==> src/hw/rtl/aarm_pkg.sv <==
// Package for the axis-angle rotation block: payload types, CORDIC constants,
// arctangent table. No dependencies.
`timescale 1ns / 1ps
`default_nettype none
package aarm_pkg;

    localparam int CORDIC_STAGES_DEF  = 16;
    localparam int COEF_FRAC_BITS_DEF = 14;
    localparam int ATAN_ENTRIES       = 31;

    // CORDIC datapath: angle and vector in units of 2^-30, 34 bits signed
    localparam int CW = 34;

    localparam logic signed [CW-1:0] INV_GAIN    = 34'sd652032874;
    localparam logic signed [CW-1:0] PI_Q30      = 34'sd3373259426;
    localparam logic signed [CW-1:0] HALF_PI_Q30 = 34'sd1686629713;

    typedef struct packed {
        logic signed [15:0] angle;
        logic signed [15:0] axis_x;
        logic signed [15:0] axis_y;
        logic signed [15:0] axis_z;
    } t_in;

    typedef struct packed {
        logic signed [15:0] m00;
        logic signed [15:0] m01;
        logic signed [15:0] m02;
        logic signed [15:0] m10;
        logic signed [15:0] m11;
        logic signed [15:0] m12;
        logic signed [15:0] m20;
        logic signed [15:0] m21;
        logic signed [15:0] m22;
    } t_out;

    // Vector plus residual angle handed along the cell row
    typedef struct packed {
        logic signed [CW-1:0] x;
        logic signed [CW-1:0] y;
        logic signed [CW-1:0] z;
        logic                 flip;
        logic signed [15:0]   ax;
        logic signed [15:0]   ay;
        logic signed [15:0]   az;
    } t_cell;

    function automatic logic signed [CW-1:0] atan_q30(input int idx);
        logic signed [CW-1:0] v;
        case (idx)
            0:  v = 34'sd843314857;
            1:  v = 34'sd497837829;
            2:  v = 34'sd263043836;
            3:  v = 34'sd133525158;
            4:  v = 34'sd67021686;
            5:  v = 34'sd33543515;
            6:  v = 34'sd16775850;
            7:  v = 34'sd8388437;
            8:  v = 34'sd4194282;
            9:  v = 34'sd2097149;
            10: v = 34'sd1048575;
            11: v = 34'sd524287;
            12: v = 34'sd262143;
            13: v = 34'sd131071;
            14: v = 34'sd65535;
            15: v = 34'sd32767;
            16: v = 34'sd16383;
            17: v = 34'sd8191;
            18: v = 34'sd4095;
            19: v = 34'sd2047;
            20: v = 34'sd1023;
            21: v = 34'sd511;
            22: v = 34'sd255;
            23: v = 34'sd127;
            24: v = 34'sd63;
            25: v = 34'sd31;
            26: v = 34'sd15;
            27: v = 34'sd7;
            28: v = 34'sd3;
            29: v = 34'sd1;
            default: v = '0;
        endcase
        return v;
    endfunction

endpackage
`default_nettype wire

==> src/hw/rtl/aarm_cell.sv <==
// One CORDIC rotation cell: a micro-rotation by atan(2^-IDX), registered.
// Depends on aarm_pkg.
`timescale 1ns / 1ps
`default_nettype none
module aarm_cell import aarm_pkg::*; #(
    parameter int IDX = 0
) (
    input  wire logic  i_clk,
    input  wire logic  i_en,
    input  wire t_cell i_d,
    output t_cell      o_q
);
    t_cell r_q, n_q;

    always_comb begin
        logic signed [CW-1:0] dx, dy, a;
        dx  = i_d.y >>> IDX;
        dy  = i_d.x >>> IDX;
        a   = atan_q30(IDX);
        n_q = i_d;
        if (!i_d.z[CW-1]) begin
            n_q.x = i_d.x - dx;
            n_q.y = i_d.y + dy;
            n_q.z = i_d.z - a;
        end else begin
            n_q.x = i_d.x + dx;
            n_q.y = i_d.y - dy;
            n_q.z = i_d.z + a;
        end
    end

    always_ff @(posedge i_clk) begin
        if (i_en) begin
            r_q <= n_q;
        end
    end

    assign o_q = r_q;
endmodule
`default_nettype wire

==> config.mk <==
export PLATFORM = sky130hd
export DESIGN_NAME = aarm_cell
export DESIGN_NICKNAME = d
export VERILOG_FILES = /design/src/hw/rtl/aarm_pkg.sv /design/src/hw/rtl/aarm_cell.sv
export SDC_FILE = /design/constraint.sdc
export NUM_CORES = 1
export LEC_CHECK = 0
export ABC_AREA = 1
export BUFFER_PORTS_ARGS = -buffer_cell sky130_fd_sc_hd__buf_2
export CAP_MARGIN = 10
export CORE_MARGIN = 2
export CORE_UTILIZATION = 30
export CTS_CLUSTER_SIZE = 28
export DETAILED_ROUTE_END_ITERATION = 6
export PLACE_DENSITY_LB_ADDON = 0.15
export RECOVER_POWER = 100
export SYNTH_ARGS = -nofsm -noshare
export SYNTH_HDL_FRONTEND = slang
export SYNTH_SLANG_ARGS = --single-unit
==> constraint.sdc <==
create_clock -name i_clk -period 3.2 [get_ports i_clk]
set_input_delay 0.32 -clock i_clk [delete_from_list [all_inputs] [get_ports i_clk]]
set_output_delay 0.32 -clock i_clk [all_outputs]
set_load 0.05 [all_outputs]
==> flow_metrics.env <==
export IMPL_outcome="finished with violations"
export IMPL_violations="max-capacitance violations, max-slew violations"
export IMPL_worstPathArrival_ns=2.86
export IMPL_dp_cells=2816
export IMPL_path_max_fanout=11
export IMPL_vdd_drop_max_mv=0.3832
export IMPL_antenna_found_initial=0
export IMPL_holdPathStages=2
export IMPL_vias=14240
export IMPL_grt_max_degree=65
export IMPL_clockBufferDepth=2
export IMPL_yosysWarnings=0
export IMPL_die_h_um=218.3
export IMPL_p_leak_uw=0.007892
export IMPL_min_path_type="input port to flop"
export IMPL_ys_seq_elements=150
export IMPL_netlist_instances=1946
export IMPL_ant_nets=0
export IMPL_drv_slew=28
export IMPL_antenna_cells=0
export IMPL_p_seq_share_pct=32.6
export IMPL_cp_required_ns=3.44
export IMPL_start_util_pct=30.35
export IMPL_clkPwrFrac_pct=26.9
export IMPL_end_kind="flop"
export IMPL_ys_flop_type="edfxtp_1"
export IMPL_worstMarginPinSlew_ns=1.988
export IMPL_min_to="o_q[49]"
export IMPL_setup_tns_ns=0
export IMPL_dp_final_hpwl_mm=44.24
export IMPL_port_buffer_count=303
export IMPL_grt_pass1_wl_mm=79.79
export IMPL_syn_area_per_cell_um2=7.078
export IMPL_p_per_area_mw_per_mm2=468.6
export IMPL_internal_power_uw=4305
export IMPL_synth_edf_count=150
export IMPL_fillCellCount=4925
export IMPL_path_class="input port to flop"
export IMPL_wl_per_cell_um=18.46
export IMPL_cap_violations=1
export IMPL_htreeDepth=4
export IMPL_final_cell_mix="nand2_1, inv_1, nand3_1"
export IMPL_layout_commonest_cell="nand2_1"
export IMPL_vias_per_cell=4.914
export IMPL_startpoint="i_d[92]"
export IMPL_syn2layout_area_growth_pct=21.54
export IMPL_rsz0062_at_grt="no"
export IMPL_p_sw_uw=3540
export IMPL_coreArea_mm2=0.04538
export IMPL_syn_area_mm2=0.01377
export IMPL_cts_tree="done"
export IMPL_largest_reg_flops=150
export IMPL_drcViolationCount=0
export IMPL_cts_root_buf="clkbuf_16"
export IMPL_nNetsFinal=2572
export IMPL_dr_pass1_iters=6
export IMPL_grt_usage_pct=22.35
export IMPL_drtIter0Drc=958
export IMPL_post_synth_top_area_cell="edfxtp_1"
export IMPL_numCtsBuffers=17
export IMPL_min_from="i_d[49]"
export IMPL_min_period_ns=2.622
export IMPL_start_kind="input port"
export IMPL_cts_resized_gates=0
export IMPL_grt_pass1_vias=14190
export IMPL_async_reset_ff_share_pct=0
export IMPL_ios=304
export IMPL_gp_congestion=0.9389
export IMPL_swShare_pct=45.12
export IMPL_post_route_period_util_pct=81.93
export IMPL_rows=78
export IMPL_fmax_mhz=381.4
export IMPL_synth_top_area_share_pct=32.70
export IMPL_power_frac_comb_pct=40.6
export IMPL_final_hold_viol_count=0
export IMPL_wl_mm=53.47
export IMPL_synth_cell_type_count=43
export IMPL_final_cells=2897
export IMPL_grt_ovfl_total=0
export IMPL_synth_area_top_cells="edfxtp_1, nand2_1, ha_1"
export IMPL_cts_sinks=150
export IMPL_setup_viol=0
export IMPL_clk_pin_slew_ns=0.07
export IMPL_dieArea_mm2=0.04764
export IMPL_drive_above_1_share_pct=9.839
export IMPL_die_w_um=218.3
export IMPL_synth_fp_nets=2234
export IMPL_max_slew_margin_pct=-32.51
export IMPL_synth_seq_area_share_pct=32.70
==> cell families after synthesis <==
| logic type | synth area share [%] |
|---|---|
| adders and majority gates | 12.48 |
| AOI/OAI and AO/OA | 12.91 |
| buffers and inverters | 9.420 |
| and+or+nand+nor | 29.56 |
| DFF | 32.70 |
| xor gates and xnor gates | 2.925 |
==> final cells by class <==
type | instances | area (um2) | area share [%]
clock buffer | 17 | 425.4 | 2.541
multi-input combinational | 1477 | 7959 | 47.54
timing repair buffer | 363 | 1888 | 11.28
inverter | 275 | 1033 | 6.174
sequential | 150 | 4504 | 26.91
clock inverter | 15 | 178.9 | 1.069
tap | 600 | 750.7 | 4.485
==> synthesized netlist by cell type (22+ instances only) <==
library cell and n:
xor2_1 40, nor2_1 162, buf_4 22, ha_1 131
a21oi_1 157, nand2_1 549, nand3_1 177, o21ai_0 103
edfxtp_1 150, inv_1 264
==> per-layer routing <==
metal  up-vias  part of all wire, %  track usage, %  wire (um)
li1       7084                    -               -          -
met1      6596                   44           28.01      23680
met2       483                   48           38.75      25440
met3        73                  5.7           3.744       3035
met4         0                  2.5           7.483       1319
met5         -                    0               0          0
==> power by group through the flow <==
stage	Clock [uW]	Combinational (uW)	Sequential, uW
after floorplan	0	1370	3450
after global placement	0	3200	2590
after detailed placement	0	3190	2590
after CTS	2180	3260	2550
after global routing	2230	3460	2580
final	2110	3180	2550
==> what timing repair did <==
action / CTS / global route
hold buffers: 49 / 0
endpoints found under the setup margin: 0 / 0
endpoints found under the hold margin: 49 / 0
buffers inserted: 0 / 0
==> metrics by stage <==
step	setup WS [ns]	area [um2]	util, %	power (uW)	hold slack (ns)
global placement	0.3716	15880	34.99	5785	0.4983
finish	0.5784	16740	36.89	7845	0.1533
detailed placement	0.3508	15880	34.99	5781	0.4987
global route	0.3812	16740	36.89	8267	0.1450
floorplan	0.5443	13770	-	4818	0.4189
CTS	0.8834	16970	37.40	7988	0.1188
==> worst max path at each step <==
stage,end,slack [ns]
after detailed placement,o_q[112],0.35
final,o_q[138],0.58
after CTS,o_q[112],0.88
after global routing,o_q[138],0.38
after global placement,o_q[112],0.37
after floorplan,o_q[81],0.54
==> worst max-delay path: stages <==
cell,delay (ns)
clkbuf_1,0.18
inv_1,0.07
ha_1,0.54
nand2_1,0.23
nor2_1,0.32
nand2_1,0.11
o21ai_0,0.63
nand2_1,0.16
nand2_1,0.10
nand2_1,0.05
nand3_1,0.07
nand2_1,0.07
Power figures use the tool's default switching activity.
